**src/design/kmu_pkg.sv**
```systemverilog
// Shared types and constants for the k-way merge union block.
package kmu_pkg;

  // Fixed field widths
  localparam int unsigned ID_W  = 32;
  localparam int unsigned SRC_W = 3;
  localparam int unsigned CFG_W = 4;
  localparam int unsigned OUT_W = 40;

  // Number of source lists; the source field addresses all of them
  localparam int unsigned MAX_SOURCES = 8;

  // Sources in use after reset
  localparam logic [CFG_W-1:0] CFG_RESET = 4'd8;

  // One held head: a valid flag, the id and the source it came from
  typedef struct packed {
    logic             vld;
    logic [ID_W-1:0]  val;
    logic [SRC_W-1:0] src;
  } entry_t;

  // One result
  typedef struct packed {
    logic             protocol_error;
    logic             done_res;
    logic [SRC_W-1:0] refill_source;
    logic             refill_valid;
    logic [ID_W-1:0]  merged_id;
    logic             emit_valid;
  } res_t;

endpackage

```
**src/design/kmu_cell.sv**
```systemverilog
// One cell of the sorted head chain: insert, pick first active entry, close the gap.
module kmu_cell (
  input  logic                      clk_i,
  input  logic                      rst_ni,
  input  logic [kmu_pkg::CFG_W-1:0] cfg_i,
  input  logic                      ins_en_i,
  input  kmu_pkg::entry_t           ins_key_i,
  input  logic                      pop_en_i,
  input  logic                      b_left_i,
  input  kmu_pkg::entry_t           left_q_i,
  input  kmu_pkg::entry_t           right_ins_i,
  input  logic                      found_left_i,
  output logic                      b_o,
  output kmu_pkg::entry_t           q_o,
  output kmu_pkg::entry_t           ins_o,
  output logic                      found_o,
  output logic                      sel_o
);

  kmu_pkg::entry_t entry_q;
  kmu_pkg::entry_t entry_d;
  logic            act;

  // New key goes at or before this place when this entry is empty or larger;
  // ties on value are broken by the lower source index
  assign b_o = ins_en_i &&
               (!entry_q.vld || ({entry_q.val, entry_q.src} > {ins_key_i.val, ins_key_i.src}));

  // Entry after insertion: keep, take the new key, or shift in from the left
  always_comb begin
    if (b_o) begin
      if (b_left_i) begin
        ins_o = left_q_i;
      end else begin
        ins_o     = ins_key_i;
        ins_o.vld = 1'b1;
      end
    end else begin
      ins_o = entry_q;
    end
  end

  // Entry belongs to a source taking part in the merge
  assign act     = ins_o.vld && (({1'b0, ins_o.src} < cfg_i) || (ins_o.src == '0));
  assign sel_o   = act && !found_left_i;
  assign found_o = found_left_i || act;

  // Close the gap left by the consumed head
  assign entry_d = (pop_en_i && found_o) ? right_ins_i : ins_o;

  always_ff @(posedge clk_i or negedge rst_ni) begin
    if (!rst_ni) begin
      entry_q <= '0;
    end else begin
      entry_q <= entry_d;
    end
  end

  assign q_o = entry_q;

endmodule

```
**src/design/kmu_out_buf.sv**
```systemverilog
// Result register between the merge logic and the output stream.
module kmu_out_buf (
  input  logic          clk_i,
  input  logic          rst_ni,
  input  logic          in_valid_i,
  output logic          in_ready_o,
  input  kmu_pkg::res_t in_res_i,
  output logic          out_valid_o,
  input  logic          out_ready_i,
  output kmu_pkg::res_t out_res_o
);

  logic          vld_q;
  logic          vld_d;
  kmu_pkg::res_t res_q;

  // Take a new result when empty or when the held one leaves this cycle
  assign in_ready_o = !vld_q || out_ready_i;
  assign vld_d      = in_ready_o ? in_valid_i : vld_q;

  always_ff @(posedge clk_i or negedge rst_ni) begin
    if (!rst_ni) begin
      vld_q <= 1'b0;
    end else begin
      vld_q <= vld_d;
    end
  end

  always_ff @(posedge clk_i) begin
    if (in_valid_i && in_ready_o) begin
      res_q <= in_res_i;
    end
  end

  assign out_valid_o = vld_q;
  assign out_res_o   = res_q;

  // A held result stays put until taken
  assert property (@(posedge clk_i) disable iff (!rst_ni)
    (vld_q && !out_ready_i) |=> (vld_q && $stable(res_q)))
    else $error("held result changed before it was taken");

endmodule

```
**src/design/kway_merge_union_dedup.sv**
```systemverilog
// Top level of the k-way merge of ascending id lists with duplicate removal.
//
//   channel  dir  handshake                   contents
//   s_axis   in   s_axis_tvalid/tready        doc_id, source, list_end
//   m_axis   out  m_axis_tvalid/tready        one result per request
//   cfg      in   cfg_we_i                    sources_in_use
//
// One request is taken per cycle unless a held result is stalled; its result
// is captured in the output register. Insertion into the sorted cell chain,
// selection of the first active head and removal all happen in the accepting
// cycle, so the next request sees the updated state at once.
// Reset clears the valid flags, present/ended bits and the last emitted id.
// A stalled output holds its result; a new request is taken while the held
// result leaves in the same cycle.
module kway_merge_union_dedup (
  input  logic                      clk_i,
  input  logic                      rst_ni,
  // configuration
  input  logic                      cfg_we_i,
  input  logic [kmu_pkg::CFG_W-1:0] cfg_wdata_i,
  // input stream
  input  logic                      s_axis_tvalid,
  output logic                      s_axis_tready,
  input  logic [31:0]               s_axis_tdata,   // [31:0] doc_id
  input  logic [2:0]                s_axis_tuser,   // [2:0] source
  input  logic                      s_axis_tlast,   // list_end
  // result stream
  output logic                      m_axis_tvalid,
  input  logic                      m_axis_tready,
  // [0] emit_valid, [32:1] merged_id, [33] refill_valid, [36:34] refill_source,
  // [37] done_res, [38] protocol_error, [39] zero
  output logic [kmu_pkg::OUT_W-1:0] m_axis_tdata
);

  localparam int unsigned MAX_SOURCES = kmu_pkg::MAX_SOURCES;

  logic [kmu_pkg::CFG_W-1:0] cfg_q;
  logic [MAX_SOURCES-1:0]    present_q, present_d;
  logic [MAX_SOURCES-1:0]    ended_q, ended_d;
  logic [MAX_SOURCES-1:0]    pres_n, end_n, act_src, src_oh, sel_oh;
  logic [kmu_pkg::ID_W-1:0]  last_q, last_d;
  logic                      last_vld_q, last_vld_d;

  logic                      step, src_ok, hit, head_acc, end_acc;
  logic                      ready, all_ended, pop, emit;
  logic [kmu_pkg::ID_W-1:0]  sel_val;
  logic [kmu_pkg::SRC_W-1:0] sel_src;
  kmu_pkg::entry_t           x_key;
  kmu_pkg::res_t             res;
  kmu_pkg::res_t             out_res;

  kmu_pkg::entry_t           q_w   [MAX_SOURCES];
  kmu_pkg::entry_t           ins_w [MAX_SOURCES+1];
  logic [MAX_SOURCES-1:0]    b_w, sel_w, cell_vld;
  logic [MAX_SOURCES:0]      found_w;

  assign step = s_axis_tvalid && s_axis_tready;

  // Configuration register
  always_ff @(posedge clk_i or negedge rst_ni) begin
    if (!rst_ni) begin
      cfg_q <= kmu_pkg::CFG_RESET;
    end else if (cfg_we_i) begin
      cfg_q <= cfg_wdata_i;
    end
  end

  // Source decode and request check
  always_comb begin
    for (int i = 0; i < MAX_SOURCES; i++) begin
      act_src[i] = (int'(cfg_q) > i) || (i == 0);
      src_oh[i]  = (int'(s_axis_tuser) == i);
    end
    src_ok   = (int'(s_axis_tuser) < MAX_SOURCES) && (|(src_oh & act_src));
    hit      = |(src_oh & (present_q | ended_q));
    head_acc = step && src_ok && !hit && !s_axis_tlast;
    end_acc  = step && src_ok && !hit && s_axis_tlast;
  end

  // Present/ended after this request, and readiness over active sources
  always_comb begin
    ready     = 1'b1;
    all_ended = 1'b1;
    for (int i = 0; i < MAX_SOURCES; i++) begin
      pres_n[i] = present_q[i] || (head_acc && src_oh[i]);
      end_n[i]  = ended_q[i] || (end_acc && src_oh[i]);
      if (act_src[i] && !pres_n[i] && !end_n[i]) begin
        ready = 1'b0;
      end
      if (act_src[i] && !end_n[i]) begin
        all_ended = 1'b0;
      end
    end
  end

  assign x_key.vld = 1'b1;
  assign x_key.val = s_axis_tdata;
  assign x_key.src = s_axis_tuser;

  assign pop = step && ready && found_w[MAX_SOURCES];

  // Sorted chain of held heads
  assign found_w[0]           = 1'b0;
  assign ins_w[MAX_SOURCES]   = '0;

  for (genvar j = 0; j < MAX_SOURCES; j++) begin : g_cell
    logic            b_left;
    kmu_pkg::entry_t left_q;

    if (j == 0) begin : g_first
      assign b_left = 1'b0;
      assign left_q = '0;
    end else begin : g_rest
      assign b_left = b_w[j-1];
      assign left_q = q_w[j-1];
    end

    kmu_cell u_cell (
      .clk_i        (clk_i),
      .rst_ni       (rst_ni),
      .cfg_i        (cfg_q),
      .ins_en_i     (head_acc),
      .ins_key_i    (x_key),
      .pop_en_i     (pop),
      .b_left_i     (b_left),
      .left_q_i     (left_q),
      .right_ins_i  (ins_w[j+1]),
      .found_left_i (found_w[j]),
      .b_o          (b_w[j]),
      .q_o          (q_w[j]),
      .ins_o        (ins_w[j]),
      .found_o      (found_w[j+1]),
      .sel_o        (sel_w[j])
    );

    assign cell_vld[j] = q_w[j].vld;
  end

  // Pick out the selected head
  always_comb begin
    sel_val = '0;
    sel_src = '0;
    for (int j = 0; j < MAX_SOURCES; j++) begin
      if (sel_w[j]) begin
        sel_val = sel_val | ins_w[j].val;
        sel_src = sel_src | ins_w[j].src;
      end
    end
    for (int i = 0; i < MAX_SOURCES; i++) begin
      sel_oh[i] = (int'(sel_src) == i);
    end
  end

  // Duplicate filter and state update
  assign emit       = pop && (!last_vld_q || (sel_val != last_q));
  assign last_d     = emit ? sel_val : last_q;
  assign last_vld_d = last_vld_q || emit;
  assign present_d  = pres_n & ~({MAX_SOURCES{pop}} & sel_oh);
  assign ended_d    = end_n;

  always_ff @(posedge clk_i or negedge rst_ni) begin
    if (!rst_ni) begin
      present_q  <= '0;
      ended_q    <= '0;
      last_q     <= '0;
      last_vld_q <= 1'b0;
    end else begin
      present_q  <= present_d;
      ended_q    <= ended_d;
      last_q     <= last_d;
      last_vld_q <= last_vld_d;
    end
  end

  // Result
  always_comb begin
    res.emit_valid     = emit;
    res.merged_id      = emit ? sel_val : '0;
    res.refill_valid   = pop;
    res.refill_source  = pop ? sel_src : '0;
    res.done_res       = all_ended;
    res.protocol_error = !(src_ok && !hit);
  end

  kmu_out_buf u_out_buf (
    .clk_i       (clk_i),
    .rst_ni      (rst_ni),
    .in_valid_i  (s_axis_tvalid),
    .in_ready_o  (s_axis_tready),
    .in_res_i    (res),
    .out_valid_o (m_axis_tvalid),
    .out_ready_i (m_axis_tready),
    .out_res_o   (out_res)
  );

  assign m_axis_tdata = {1'b0, out_res};

  // The number of present heads matches the number of occupied cells
  assert property (@(posedge clk_i) disable iff (!rst_ni)
    $countones(present_q) == $countones(cell_vld))
    else $error("present bits and chain occupancy disagree");

  // A source never holds a head after it has ended
  assert property (@(posedge clk_i) disable iff (!rst_ni)
    (present_q & ended_q) == '0)
    else $error("source both holding a head and ended");

  // The consumed head belongs to a source that holds one
  assert property (@(posedge clk_i) disable iff (!rst_ni)
    pop |-> (|(sel_oh & pres_n)))
    else $error("consumed head from a source without one");

  // Chain stays packed and in ascending key order
  for (genvar j = 0; j + 1 < MAX_SOURCES; j++) begin : g_chk
    assert property (@(posedge clk_i) disable iff (!rst_ni)
      q_w[j+1].vld |->
        (q_w[j].vld && ({q_w[j].val, q_w[j].src} < {q_w[j+1].val, q_w[j+1].src})))
      else $error("cell chain out of order");
  end

endmodule
```
**config.mk**
```make
export PLATFORM = sky130hd
export DESIGN_NAME = kway_merge_union_dedup
export DESIGN_NICKNAME = d
export VERILOG_FILES = /design/src/design/kmu_pkg.sv /design/src/design/kmu_cell.sv /design/src/design/kmu_out_buf.sv /design/src/design/kway_merge_union_dedup.sv
export SDC_FILE = /design/constraint.sdc
export NUM_CORES = 2
export LEC_CHECK = 0
export ABC_CLOCK_PERIOD_IN_PS = 12000
export BUFFER_PORTS_ARGS = -buffer_cell sky130_fd_sc_hd__buf_2
export CAP_MARGIN = 20
export CORE_ASPECT_RATIO = 0.5
export CORE_MARGIN = 3
export CORE_UTILIZATION = 45
export CTS_CLUSTER_DIAMETER = 60
export CTS_CLUSTER_SIZE = 30
export DETAILED_ROUTE_END_ITERATION = 7
export PLACE_DENSITY_LB_ADDON = 0.12
export SETUP_SLACK_MARGIN = 0.5
export SLEW_MARGIN = 20
export SYNTH_ARGS = -nofsm -noshare
export SYNTH_HDL_FRONTEND = slang
export SYNTH_HIERARCHICAL = 1
export SYNTH_SLANG_ARGS = --single-unit
export TNS_END_PERCENT = 20
```
**constraint.sdc**
```tcl
create_clock -name clk_i -period 12 [get_ports clk_i]
set_input_delay 0.6 -clock clk_i [delete_from_list [all_inputs] [get_ports clk_i]]
set_output_delay 0.6 -clock clk_i [all_outputs]
set_load 0.01 [all_outputs]
```
==> results by stage <==
Clock network:
- TritonCTS built the clock tree.
- In this run, post-CTS hold repair placed 0 buffers.
- The later pin in the worst-skew pair is clocked with a latency of 0.61 ns.
- The total of cells resized after clock tree synthesis is 0.
- CTS built an H-tree with a depth of 2.
- Clock tree synthesis found a total of 381 sinks.
- TritonCTS created 35 clock buffers.
- The clock passes through at most 3 buffers.
- Clock-pin slew was measured on the worst setup and hold paths at 0.09 ns.
- The root cell of the clock tree is sky130_fd_sc_hd__clkbuf_16.
- After clock tree synthesis, the setup repair step added 0 buffers.

Power:
- The power consumption is 0.00744 W.
- Summed over all cells, the static leakage comes to 17.4 nW.
- The ratio of total power to cell area is 206 mW/mm2.
- The worst voltage drop across the vdd grid is 114 uV.

Route:
- The total length of routed wires is 124 mm.
- The number of vias per cell after detailed routing is 6.10.
- The first detailed-routing pass ran for 6 iterations.
- The count of vias placed by the detailed router is 27900.
- The number of design rule violations left after detail routing is 0.
- The post-detailed-route wirelength per cell is 27.2 um.
- After the first detailed-routing iteration, the DRC count stood at 2399.
- The number of nets with antenna violations after detailed routing is 0.

Floorplan:
- The die is 391 um wide.
- Once the floorplan was initialized, standard cells occupied 46.2% of the core.
- The area of the die is 0.0777 mm2.
- The total area inside the core boundary comes to 0.0723 mm2.
- Row generation in the floorplan step produced 69 rows.
- 87 I/O pins were placed.
- The vertical die dimension is 199 um.

Run status:
- The flow ran to the end, but the final reports show violations.
- The final reports fail on hold timing.

Placement:
- The final weighted congestion in routability-driven placement is 0.974.
- Port buffering added 85 buffers.
- The HPWL reported at the end of detailed placement is 86.6 mm.

Global routing:
- The via count of the first global-routing pass is 27100.
- Across every metal layer, demand over resource in global routing totals 31.7%.
- The largest net degree at the start of global routing is 123.
- The first global-routing pass estimated 183 mm of wire.
- The initial antenna violation count came to 7.
- The overall overflow remaining after global route is 0.

Timing:
- Adding up every negative setup slack in the final design gives 0 ns.
- Timing would allow up to 0.0915 GHz.
- Headroom to the max-slew limit came out at 27.2%.
- Hold timing on the final database bottoms out at a slack of -0.00635 ns.
- The worst path in the final design needs a cycle of 10.93 ns, including I/O delays and setup.
- Setup violations remaining at the end of the flow were counted as 0.
- The number of pins exceeding their max-slew limit in the final report was 0.
- The fraction of the cycle the final worst path needs is 91.1%.
- For the pin with the worst max-slew slack, the measured transition is 1.09 ns.
- The clock skew after layout is 0.0395 ns.
- Setup repair after global routing left no endpoint under its margin.
- The number of failing hold endpoints at the final stage is 4.

Critical path:
- The kind of cell with the highest combined delay along the critical path is simple AND/OR/NAND/NOR gates.
- For this run, the slowest stage of the critical path takes 0.77 ns.
- STA classifies the critical path startpoint as a primary input.
- The setup path with the least slack is of type primary input to register.
- The depth of the worst register-to-register path is 49.
- The launching point of the worst reg2reg path is g_cell[0].u_cell/q_o[26].
- Together, buffers and inverters on the worst path number 11.
- The critical path crosses 51 cells after its start point.
- The required arrival time at the worst endpoint is 12.49 ns.
- Data on the critical path arrives at its endpoint at 11.41 ns.
- The endpoint of the most critical register-to-register path is last_q[1].
- The worst setup path is captured at a register.
- Among the stages of the critical path, the cell type that occurs most often is sky130_fd_sc_hd__nor2_1.
- On the critical path, the stage with the largest delay is an instance of sky130_fd_sc_hd__or4_1.
- In this run the register-to-register setup slack is 1.08 ns.
- The maximum fanout count along the critical path is 57.

Yosys:
- The mapped netlist covers 0.0334 mm2.
- The count of yosys warnings during synthesis is 6.
- Each instance of the synthesized netlist takes up on average 9.60 um2.
- The number of cells produced by synthesis is 3479.

Hold path:
- The path type of the worst min-delay path is primary input to async pin.

Cells and area:
- The post-route netlist has 17.0% of its cells at a drive strength greater than 1.
- The number of inserted filler cells in the final layout is 6738.
- The number of nets in the layout is 3919.
- Compared with the post-synthesis result, the final layout area differs by 8.31%.

Flow run:
- The total of max-cap violations is 0.
[how the worst max path moves through the flow]
stage               slack [ns]          to        startpoint
floorplan                 2.15  last_q[23]          cfg_q[3]
global placement          1.15  last_q[29]  s_axis_tdata[23]
detailed placement        0.92  last_q[29]  s_axis_tdata[23]
CTS                       1.33  last_q[29]          cfg_q[3]
global route              0.60   last_q[1]   s_axis_tdata[7]
finish                    1.07   last_q[1]  s_axis_tdata[23]
[where the power goes]
| group | total, W | switching, W | internal [W] |
|---|---|---|---|
| registers | 0.00233 | 0.000528 | 0.00180 |
| clock network | 0.00131 | 0.000635 | 0.000677 |
| logic | 0.00380 | 0.00218 | 0.00162 |
| total | 0.00744 | 0.00334 | 0.00410 |
[cells in the final DEF, fill, tap and decap left out, types with 13 or more instances in the layout]
cell                          n
sky130_fd_sc_hd__o31ai_4     16
sky130_fd_sc_hd__ha_1       296
sky130_fd_sc_hd__mux2i_1    289
sky130_fd_sc_hd__o21ai_0    338
sky130_fd_sc_hd__nor2b_1     65
sky130_fd_sc_hd__mux2_2      38
sky130_fd_sc_hd__a21oi_1    139
sky130_fd_sc_hd__a211oi_1    35
sky130_fd_sc_hd__nand2_1    332
sky130_fd_sc_hd__nor3_1      34
sky130_fd_sc_hd__mux2_4     260
sky130_fd_sc_hd__or4_1       40
sky130_fd_sc_hd__buf_4       51
sky130_fd_sc_hd__nand3_1     26
sky130_fd_sc_hd__a221oi_1    17
sky130_fd_sc_hd__buf_2       84
sky130_fd_sc_hd__nor2_1     105
sky130_fd_sc_hd__conb_1      80
sky130_fd_sc_hd__o211a_1     14
sky130_fd_sc_hd__clkbuf_16   38
sky130_fd_sc_hd__a22oi_1    138
sky130_fd_sc_hd__edfxtp_1    39
sky130_fd_sc_hd__dfrtp_1    341
sky130_fd_sc_hd__inv_1      367
sky130_fd_sc_hd__xnor2_1     18
sky130_fd_sc_hd__nor4_1      13
sky130_fd_sc_hd__nand4_1    111
sky130_fd_sc_hd__xor2_1      14
sky130_fd_sc_hd__o2111ai_1   17
[metal layers]
| layer | share of wire (%) | GRT usage [%] | up-vias |
|---|---|---|---|
| met4 | 3.6 | 11.5 | 0 |
| met3 | 8.2 | 6.34 | 230 |
| met5 | 0 | 0 | - |
| li1 | - | - | 12800 |
| met2 | 43 | 48.5 | 1020 |
| met1 | 45 | 44.5 | 13800 |
[layout make-up]
cell class	instances	area, um2	share of cell area (%)
Multi-Input combinational cell	2636	21500	59.4
Sequential cell	381	9730	26.9
Inverter	375	1410	3.90
Tap cell	958	1200	3.31
Timing Repair Buffer	149	1070	2.95
Clock buffer	41	972	2.69
Clock inverter	22	298	0.823
Antenna cell	6	15.0	0.0415
[sequential cells by signal (all words and copies together) (netlist names)]
register,cells
g_cell.u_cell/q_o,288
u_out_buf/out_res_o,39
last_q,32
ended_q,8
present_q,8
cfg_q,4
last_vld_q,1
u_out_buf/out_valid_o,1
[stage by stage]
step	setup WS, ns	hold WS [ns]	util (%)	cells	cell area (um2)
6_report	1.07	-0.00635	50.1	4568	36200
5_1_grt	0.598	0.0437	50.1	4567	36200
4_1_cts	1.33	0.0497	50.0	4562	36200
3_5_place_dp	0.915	0.456	48.3	4499	34900
3_3_place_gp	1.15	0.452	48.2	4497	34900
2_1_floorplan	2.15	0.304	-	3558	33700
(Power assumes the default switching activity.)
